$ cat src/hw/rtl/rgbdc_pkg.sv
// Package: types and constants shared by the daisy-chain packet node.
`default_nettype none
package rgbdc_pkg;

  localparam int unsigned ByteW = 8;

  typedef logic [ByteW-1:0] byte_t;

  // Packet positions with a fixed role
  localparam byte_t POS_LENGTH    = 8'd0;
  localparam byte_t POS_RED       = 8'd1;
  localparam byte_t POS_GREEN     = 8'd2;
  localparam byte_t POS_BLUE      = 8'd3;
  localparam byte_t FIRST_FORWARD = 8'd4;

  localparam byte_t END_MARK    = 8'h0D;
  localparam byte_t HEADER_DROP = 8'd3;

  typedef struct packed {
    byte_t byte_position;
    byte_t packet_length;
    byte_t red_level;
    byte_t green_level;
    byte_t blue_level;
  } parse_state_t;

  typedef struct packed {
    logic  tx_valid;
    byte_t tx_byte;
    byte_t red_duty;
    byte_t green_duty;
    byte_t blue_duty;
    logic  packet_done;
  } result_t;

endpackage
`default_nettype wire

$ cat src/hw/rtl/rgbdc_in_if.sv
// Interface: input channel, one received byte per beat.
`default_nettype none
interface rgbdc_in_if;
  logic        valid;
  logic        ready;
  logic [7:0]  rx_byte;

  modport source (output valid, output rx_byte, input ready);
  modport sink   (input valid, input rx_byte, output ready);
endinterface
`default_nettype wire

$ cat src/hw/rtl/rgbdc_out_if.sv
// Interface: output channel, one result per beat.
`default_nettype none
interface rgbdc_out_if;
  logic        valid;
  logic        ready;
  logic        tx_valid;
  logic [7:0]  tx_byte;
  logic [7:0]  red_duty;
  logic [7:0]  green_duty;
  logic [7:0]  blue_duty;
  logic        packet_done;

  modport source (output valid, output tx_valid, output tx_byte, output red_duty,
                  output green_duty, output blue_duty, output packet_done,
                  input ready);
  modport sink   (input valid, input tx_valid, input tx_byte, input red_duty,
                  input green_duty, input blue_duty, input packet_done,
                  output ready);
endinterface
`default_nettype wire

$ cat src/hw/rtl/rgb_daisy_chain_packet_node.sv
// Top level: daisy-chain LED packet node with registered result.
//
//   channel     dir  payload                                        beat
//   upstream    in   rx_byte[7:0]                                   one received byte
//   downstream  out  tx_valid, tx_byte[7:0], red/green/blue_duty,   one result per
//                    packet_done                                    input byte
//
// One byte per cycle unless downstream stalls; its result appears in the next cycle.
// Parse state updates in the accepting cycle; result register holds one beat.
// upstream.ready is high while the result register is empty or being drained.
// Synchronous reset returns the parser to the length byte with all colour levels at zero.
`default_nettype none
module rgb_daisy_chain_packet_node (
  input  wire logic   clk,
  input  wire logic   rst,
  rgbdc_in_if.sink    upstream,
  rgbdc_out_if.source downstream
);
  import rgbdc_pkg::*;

  parse_state_t state;
  parse_state_t state_next;
  result_t      step_result;
  result_t      out_data;
  logic         out_valid;
  logic         accept;

  rgbdc_parser u_parser (
    .state      (state),
    .rx_byte    (upstream.rx_byte),
    .state_next (state_next),
    .result     (step_result)
  );

  assign upstream.ready = !out_valid || downstream.ready;
  assign accept         = upstream.valid && upstream.ready;

  always_ff @(posedge clk) begin
    if (rst) begin
      state <= '0;
    end else if (accept) begin
      state <= state_next;
    end
  end

  always_ff @(posedge clk) begin
    if (rst) begin
      out_valid <= 1'b0;
    end else if (upstream.ready) begin
      out_valid <= upstream.valid;
    end
  end

  always_ff @(posedge clk) begin
    if (accept) begin
      out_data <= step_result;
    end
  end

  assign downstream.valid       = out_valid;
  assign downstream.tx_valid    = out_data.tx_valid;
  assign downstream.tx_byte     = out_data.tx_byte;
  assign downstream.red_duty    = out_data.red_duty;
  assign downstream.green_duty  = out_data.green_duty;
  assign downstream.blue_duty   = out_data.blue_duty;
  assign downstream.packet_done = out_data.packet_done;

endmodule
`default_nettype wire

$ cat src/hw/rtl/rgbdc_parser.sv
// Parser step: next parse state and result for one received byte.
`default_nettype none
module rgbdc_parser (
  input  rgbdc_pkg::parse_state_t state,
  input  rgbdc_pkg::byte_t        rx_byte,
  output rgbdc_pkg::parse_state_t state_next,
  output rgbdc_pkg::result_t      result
);
  import rgbdc_pkg::*;

  byte_t pos;
  byte_t last;
  logic  done;
  logic  valid;
  byte_t tx;

  assign pos = state.byte_position;

  always_comb begin
    state_next = state;
    valid      = 1'b0;
    tx         = '0;
    priority if (pos == POS_LENGTH) begin
      state_next.packet_length = rx_byte;
    end else if (pos == POS_RED) begin
      state_next.red_level = rx_byte;
    end else if (pos == POS_GREEN) begin
      state_next.green_level = rx_byte;
    end else if (pos == POS_BLUE) begin
      state_next.blue_level = rx_byte;
      tx    = state.packet_length - HEADER_DROP;
      valid = 1'b1;
    end else begin
    end

    last = state_next.packet_length - 8'd1;
    done = (pos == last);

    if (pos >= FIRST_FORWARD) begin
      valid = 1'b1;
      tx    = done ? END_MARK : rx_byte;
    end

    state_next.byte_position = done ? POS_LENGTH : pos + 8'd1;
  end

  always_comb begin
    result.tx_valid    = valid;
    result.tx_byte     = tx;
    result.red_duty    = state_next.red_level;
    result.green_duty  = state_next.green_level;
    result.blue_duty   = state_next.blue_level;
    result.packet_done = done;
  end

endmodule
`default_nettype wire

$ cat src/flat_wrapper.sv
// flat-port wrapper written by rule: the top's interface ports become plain ports
module rgb_daisy_chain_packet_node_flat import rgbdc_pkg::*;
  (clk, rst, upstream_valid, upstream_rx_byte, upstream_ready, downstream_valid, downstream_tx_valid, downstream_tx_byte, downstream_red_duty, downstream_green_duty, downstream_blue_duty, downstream_packet_done, downstream_ready);
  rgbdc_in_if upstream_i ();
  rgbdc_out_if downstream_i ();
  input  wire logic clk;
  input  wire logic rst;
  input wire logic [$bits(upstream_i.valid)-1:0] upstream_valid;
  input wire logic [$bits(upstream_i.rx_byte)-1:0] upstream_rx_byte;
  output wire logic [$bits(upstream_i.ready)-1:0] upstream_ready;
  output wire logic [$bits(downstream_i.valid)-1:0] downstream_valid;
  output wire logic [$bits(downstream_i.tx_valid)-1:0] downstream_tx_valid;
  output wire logic [$bits(downstream_i.tx_byte)-1:0] downstream_tx_byte;
  output wire logic [$bits(downstream_i.red_duty)-1:0] downstream_red_duty;
  output wire logic [$bits(downstream_i.green_duty)-1:0] downstream_green_duty;
  output wire logic [$bits(downstream_i.blue_duty)-1:0] downstream_blue_duty;
  output wire logic [$bits(downstream_i.packet_done)-1:0] downstream_packet_done;
  input wire logic [$bits(downstream_i.ready)-1:0] downstream_ready;
  assign upstream_i.valid = upstream_valid;
  assign upstream_i.rx_byte = upstream_rx_byte;
  assign upstream_ready = upstream_i.ready;
  assign downstream_valid = downstream_i.valid;
  assign downstream_tx_valid = downstream_i.tx_valid;
  assign downstream_tx_byte = downstream_i.tx_byte;
  assign downstream_red_duty = downstream_i.red_duty;
  assign downstream_green_duty = downstream_i.green_duty;
  assign downstream_blue_duty = downstream_i.blue_duty;
  assign downstream_packet_done = downstream_i.packet_done;
  assign downstream_i.ready = downstream_ready;
  rgb_daisy_chain_packet_node u_core (.clk(clk), .rst(rst), .upstream(upstream_i), .downstream(downstream_i));
endmodule
$ cat config.mk
export PLATFORM = sky130hd
export DESIGN_NAME = rgb_daisy_chain_packet_node_flat
export DESIGN_NICKNAME = d
export VERILOG_FILES = /design/src/hw/rtl/rgbdc_pkg.sv /design/src/hw/rtl/rgbdc_in_if.sv /design/src/hw/rtl/rgbdc_out_if.sv /design/src/hw/rtl/rgb_daisy_chain_packet_node.sv /design/src/hw/rtl/rgbdc_parser.sv /design/src/flat_wrapper.sv
export SDC_FILE = /design/constraint.sdc
export NUM_CORES = 1
export LEC_CHECK = 0
export BUFFER_PORTS_ARGS = -buffer_cell sky130_fd_sc_hd__clkbuf_2
export CAP_MARGIN = 20
export CORE_UTILIZATION = 41
export CTS_CLUSTER_DIAMETER = 150
export CTS_CLUSTER_SIZE = 8
export DETAILED_ROUTE_END_ITERATION = 8
export GPL_ROUTABILITY_DRIVEN = 0
export SLEW_MARGIN = 40
export SYNTH_ARGS = -nofsm -noshare
export SYNTH_HDL_FRONTEND = slang
export SYNTH_SLANG_ARGS = --single-unit
$ cat constraint.sdc
create_clock -name clk -period 4 [get_ports clk]
set_input_delay 0.4 -clock clk [delete_from_list [all_inputs] [get_ports clk]]
set_output_delay 0.4 -clock clk [all_outputs]
set_load 0.01 [all_outputs]
==> qor.csv, run 1 <==
metric,value,unit
post-CTS sizing,0,
final instance area,0.00406,mm²
Slew @ Worst Pin,0.757,ns
Area growth syn-to-layout,15.2,%
max-cap violations,0,
NumNets Final,413,
cells after synthesis,353,
Inserted Diodes,0,
maximum vdd drop,0.153,mV
IO Port Bufs,47,
dpl cells,489,
Slew HR,0.495,
adder-cell share of the synthesized area,0.0213,
clk sinks,75,
fill cell count,795,
mux cell area share after synthesis,0.0853,
Clk network pwr share,0.366,
main combinational cell family by area after synthesis,simple AND/OR/NAND/NOR gates,
CTS root buffer,clkbuf_8,
combinational power share,0.153,
clock buffer depth,2,
min cycle time layout,3.62,ns
Max Fclk,276,MHz
vias in the first global route,2532,
final setup TNS,0,ns
DP HPWL,5390,µm
number of H-tree levels,3,
row cnt,33,
Final period util,0.905,
Seq cells post-synth,75,
first-pass iteration count of the detailed router,4,
Leakage,1.62,nW
Layout Cells excl Fill,505,
"commonest non-fill, non-tap cell in the layout",nand2_1,
NetSw,0.000500,W
CP startpoint kind,register,
Sw Share,0.276,
Hold Crit Start,upstream_valid,
Die Wd,94.7,µm
Starting Density,0.427,
TritonCTS Buffers,9,
largest net degree at the start of global routing,47,
Total GRT Usage,0.196,
GR Overflow Total,0,
post-synthesis sequential area ratio,0.523,
status,"finished, final reports clean",
first-pass GRT wire length,13000,µm
post-synthesis compound-gate area fraction,0.0995,
CTS tree,built,
Reg power frac,0.481,
setup bufs post-CTS,0,
Iter 0 DRT Violations,157,
total number of vias,2755,
Max Slew Vio Count,0,
Clock transition at path regs,0.09,ns
post-synthesis xor/xnor area fraction,0.0547,
Critical Path AT,3.73,ns
kind of critical path,reg2reg,
"Hold Vio Cnt, Final",0,
Die ar.,0.00897,mm²
Final ANT Viol Nets,0,
Routed WL,8280,µm
most frequent cells in the layout,"67 x nand2_1, 47 x clkbuf_2, 41 x dfxtp_1, 34 x edfxtp_1, 30 x nor2_1",
DRC,0,
core area,0.00826,mm²
internal power component,0.00131,W
WL/cell,16.4,µm
PwrDens,447,mW/mm²
Hold Crit Class,in2reg,
simple-gate portion of the synthesized area,0.182,
proportion of layout cells with a drive suffix above 1,0.243,
Finish-stage setup viols,0,
Yosys warning count,0,
"Distinct cells, synth",41,
RSZ-0062 raised after global routing,no,
io pins,48,
Mapped Area,0.00352,mm²
start point of the critical path,u_core.state[32],
Skew-Pair Late Insertion Delay,0.36,ns
Vias/cell,5.46,
cts hold-fix bufs,0,
CP required,4.11,ns
Layout Skew,0.0107,ns
Worst Setup End Kind,register,
Die Y,94.7,µm
Critical R2R Launch,u_core.state[32],
"Cell Area, Placed",0.00383,mm²
Syn Area/Cell,9.98,µm²
Mapped Nets,371,
initial antenna violation count,0,
"critical path fanouts, max",7,
-- registers in the layout, indices dropped and copies added (netlist names) --
register and cells:
u_core.downstream.green_duty 8, u_core.downstream.valid 1, u_core.downstream.tx_byte 8, u_core.downstream.blue_duty 8
u_core.state 40, u_core.downstream.tx_valid 1, u_core.downstream.packet_done 1, u_core.downstream.red_duty 8
-- worst paths after layout --
| check | endpoint | depth (start not counted) | slack [ns] |
|---|---|---|---|
| worst max register to register | u_core.downstream.tx_byte[6] | 11 | 0.38 |
| worst max-delay path | u_core.downstream.tx_byte[6] | 11 | 0.38 |
| worst min register to register | u_core.state[12] | 2 | 0.45 |
| worst min-delay path | u_core.downstream.valid | 3 | 0.27 |
-- synthesized netlist by cell type, drive strengths merged --
cell,instances,share of area
mux2,24,0.077
nor3b,2,0.0043
clkbuf,12,0.013
xor2,10,0.025
nor2,31,0.035
o41ai,2,0.0071
a32o,5,0.014
o22ai,1,0.0018
or2,1,0.0018
edfxtp,34,0.29
or3,3,0.0053
xnor2,12,0.030
o211ai,2,0.0043
or3b,1,0.0025
nand3,1,0.0014
mux2i,3,0.0085
and3,5,0.0089
nand2,67,0.071
a211oi,1,0.0021
dfxtp,41,0.23
nand3b,1,0.0021
a21boi,5,0.011
buf,9,0.014
ha,6,0.021
nand2b,1,0.0018
nor4,3,0.0053
nor4b,1,0.0025
o31ai,5,0.011
a21oi,29,0.041
nand4,5,0.0089
a2111oi,1,0.0025
inv,7,0.0075
or4,4,0.0096
a22oi,1,0.0021
nor3,15,0.021
o21ai,2,0.0028
-- layer usage --
metal  routed length (µm)  vias to the layer above  GRT usage
met5                    0                        -          0
met4                  160                        0     0.0934
met3                  434                       17     0.0459
met2                 4040                       82      0.317
met1                 3640                     1330      0.246
li1                     -                     1326          -
-- logic make-up after synthesis --
| group | Yosys count |
|---|---|
| AND/OR/NAND/NOR | 141 |
| flip-flops | 75 |
| AO/OA/AOI/OAI | 54 |
| buffers and inverters | 28 |
| multiplexers | 27 |
| XOR/XNOR | 22 |
| adder cells (fa/ha/maj) | 6 |
-- power groups by stage --
stage | clock (W) | sequential (W) | combinational, W
floorplan | 0 | 0.000892 | 0.000191
global placement | 0 | 0.000888 | 0.000273
detailed placement | 0 | 0.000889 | 0.000277
CTS | 0.000674 | 0.000871 | 0.000279
global route | 0.000700 | 0.000876 | 0.000308
finish | 0.000663 | 0.000871 | 0.000278
-- cell type report --
type,instances,area [µm²],area share
tap,105,131,0.0324
sequential,75,1840,0.454
clock buffer,9,124,0.0305
inverter,7,26.3,0.00648
timing repair buffer,52,273,0.0672
clock inverter,7,100,0.0247
multi-input combinational,250,1560,0.385
-- per-stage QoR --
step	hold slack [ns]	setup WS (ns)	util	total power [W]
global placement	0.438	0.572	0.464	0.00116
CTS	0.268	0.375	0.491	0.00182
finish	0.273	0.381	0.491	0.00181
floorplan	0.433	0.743	-	0.00108
detailed placement	0.443	0.390	0.464	0.00117
global route	0.286	0.181	0.491	0.00188
-- critical path, stage by stage, from the launching register on --
cell     delay (ns)
dfxtp_1        0.40
inv_1          0.14
ha_1           0.20
or3b_2         0.51
nor2_4         0.21
mux2i_1        0.34
ha_1           0.26
xnor2_1        0.15
xnor2_1        0.14
nand4_1        0.18
or3_1          0.53
a32o_1         0.31
(Power assumes the default switching activity.)
==> inputs of run 2 (changes only) <==
--- a/config.mk
+++ b/config.mk
@@ -8,7 +8,6 @@
 export BUFFER_PORTS_ARGS = -buffer_cell sky130_fd_sc_hd__clkbuf_2
 export CAP_MARGIN = 20
 export CORE_UTILIZATION = 41
-export CTS_CLUSTER_DIAMETER = 150
 export CTS_CLUSTER_SIZE = 8
 export DETAILED_ROUTE_END_ITERATION = 8
 export GPL_ROUTABILITY_DRIVEN = 0
==> constraint.sdc (replaced) <==
create_clock -name clk -period 3.9 [get_ports clk]
set_input_delay 0.39 -clock clk [delete_from_list [all_inputs] [get_ports clk]]
set_output_delay 0.39 -clock clk [all_outputs]
set_load 0.01 [all_outputs]
==> run 2 against run 1 <==
Sequential share of layout area decreased by 0.17 points. Utilization increased by 0.18 points. Design area increased by 0.37%. First-iteration DRC count increased by 1.9%. Maximum frequency increased by 0.73%. Final cell count increased by 0.40%. Count of clock-buffer cells in the layout increased by 1. Combinational power increased by 4%. Clock skew decreased by 0.0039 ns. Sequential power increased by 2.8%. Worst hold slack got worse by 0.019 ns. Critical path type unchanged.
==> qor.csv, run 2 (same netlist as run 1, synthesis figures left out) <==
metric,value,unit
post-CTS sizing,0,
status,"finished, final reports clean",
clk sinks,75,
Slew HR,0.478,
final setup TNS,0,ns
Worst Setup End Kind,register,
fin util,0.493,
Skew-Pair Late Insertion Delay,0.36,ns
max-cap violations,0,
Die Y,94.7,µm
Area growth syn-to-layout,15.6,%
Leakage,1.63,nW
Critical Path AT,3.70,ns
clock buffer depth,2,
Total GRT Usage,0.203,
"critical path fanouts, max",7,
slowest cell delay on critical path,0.53,ns
Iter 0 DRT Violations,160,
first-pass GRT wire length,13500,µm
Hold Crit Class,in2reg,
critical-path cell list,inv_1 -> ha_1 -> or3b_2 -> nor2_4 -> mux2i_1 -> ha_1 -> xnor2_1 -> xnor2_1 -> nand4_1 -> or3_1 -> a32o_1,
cts hold-fix bufs,0,
Max Slew Vio Count,0,
largest net degree at the start of global routing,47,
Die Wd,94.7,µm
Starting Density,0.427,
Largest Register,u_core.state,
proportion of layout cells with a drive suffix above 1,0.246,
TritonCTS Buffers,9,
total number of vias,2697,
IO Port Bufs,47,
CP startpoint kind,register,
Slew @ Worst Pin,0.783,ns
"Hold Vio Cnt, Final",0,
Final period util,0.921,
PwrDens,458,mW/mm²
Inserted Diodes,0,
Finish-stage setup viols,0,
row cnt,33,
slowest CP cell,or3_1,
Vias/cell,5.32,
Layout Skew,0.00684,ns
RSZ-0062 raised after global routing,no,
"commonest non-fill, non-tap cell in the layout",nand2_1,
CTS root buffer,clkbuf_8,
DP HPWL,5400,µm
Max Fclk,278,MHz
Routed WL,8420,µm
setup bufs post-CTS,0,
GR Overflow Total,0,
maximum vdd drop,0.153,mV
kind of critical path,reg2reg,
max reg flops,40,
Clock transition at path regs,0.08,ns
first-pass iteration count of the detailed router,4,
NumNets Final,415,
WL/cell,16.6,µm
most frequent cells in the layout,"67 x nand2_1, 47 x clkbuf_2, 41 x dfxtp_1, 34 x edfxtp_1, 30 x nor2_1",
min cycle time layout,3.59,ns
Die ar.,0.00897,mm²
core area,0.00826,mm²
DRC,0,
io pins,48,
CTS tree,built,
number of H-tree levels,3,
fill cell count,818,
Final ANT Viol Nets,0,
vias in the first global route,2662,
CP required,4.01,ns
initial antenna violation count,0,
[run 2: cell types whose count changed in the layout (fill, tap and decap cells not counted)]
cell / change
buf_4: +2
inv_6: +1
clkbuf_1: +1
clkinv_1: -1
clkinv_4: -1
[run 2: worst paths after layout]
path | from | to | slack [ns] | cells after the start
worst max register to register | u_core.state[32] | u_core.downstream.tx_byte[1] | 0.31 | 11
worst min-delay path | upstream_valid | u_core.downstream.valid | 0.25 | 3
worst max-delay path | u_core.state[32] | u_core.downstream.tx_byte[1] | 0.31 | 11
worst min register to register | u_core.state[22] | u_core.state[22] | 0.45 | 2
[run 2: layer usage]
layer  part of all wire  global-route usage  routed length, µm  vias to the layer above
met4              0.024              0.0985                202                        0
met5                  0                   0                  0                        -
met1               0.44               0.254               3670                     1287
met3              0.045              0.0362                379                       16
li1                   -                   -                  -                     1334
met2               0.50               0.336               4170                       60
[run 2: area by class of cell]
cell class	instances	area [µm²]	area share
Multi-Input combinational cell	250	1560	0.383
Clock inverter	6	96.3	0.0237
Tap cell	105	131	0.0323
Clock buffer	10	128	0.0313
Timing Repair Buffer	54	288	0.0707
Sequential cell	75	1840	0.452
Inverter	7	26.3	0.00645
[run 2: power breakdown]
| group | internal [W] | total [W] | switching [W] |
|---|---|---|---|
| logic | 0.000116 | 0.000288 | 0.000172 |
| clock network | 0.000369 | 0.000683 | 0.000313 |
| registers | 0.000865 | 0.000895 | 0.0000300 |
| total | 0.00135 | 0.00187 | 0.000515 |
[run 2: metrics by stage]
stage	instance area, µm²	hold slack [ns]	worst slack, ns	power, W	instances
floorplan	3520	0.433	0.643	0.00111	353
global placement	3850	0.438	0.485	0.00119	491
detailed placement	3850	0.445	0.371	0.00120	491
CTS	4070	0.258	0.352	0.00188	507
global route	4070	0.266	0.126	0.00194	507
finish	4070	0.255	0.307	0.00187	507
[run 2: critical path, delay by kind of cell (launching register included)]
family | cells | cell delay [ns]
and+or+nand+nor | 4 | 1.45
AOI/OAI and AO/OA | 1 | 0.31
buffers and inverters | 1 | 0.14
adders and majority gates | 2 | 0.46
DFF | 1 | 0.41
muxes | 1 | 0.31
xor gates and xnor gates | 2 | 0.28
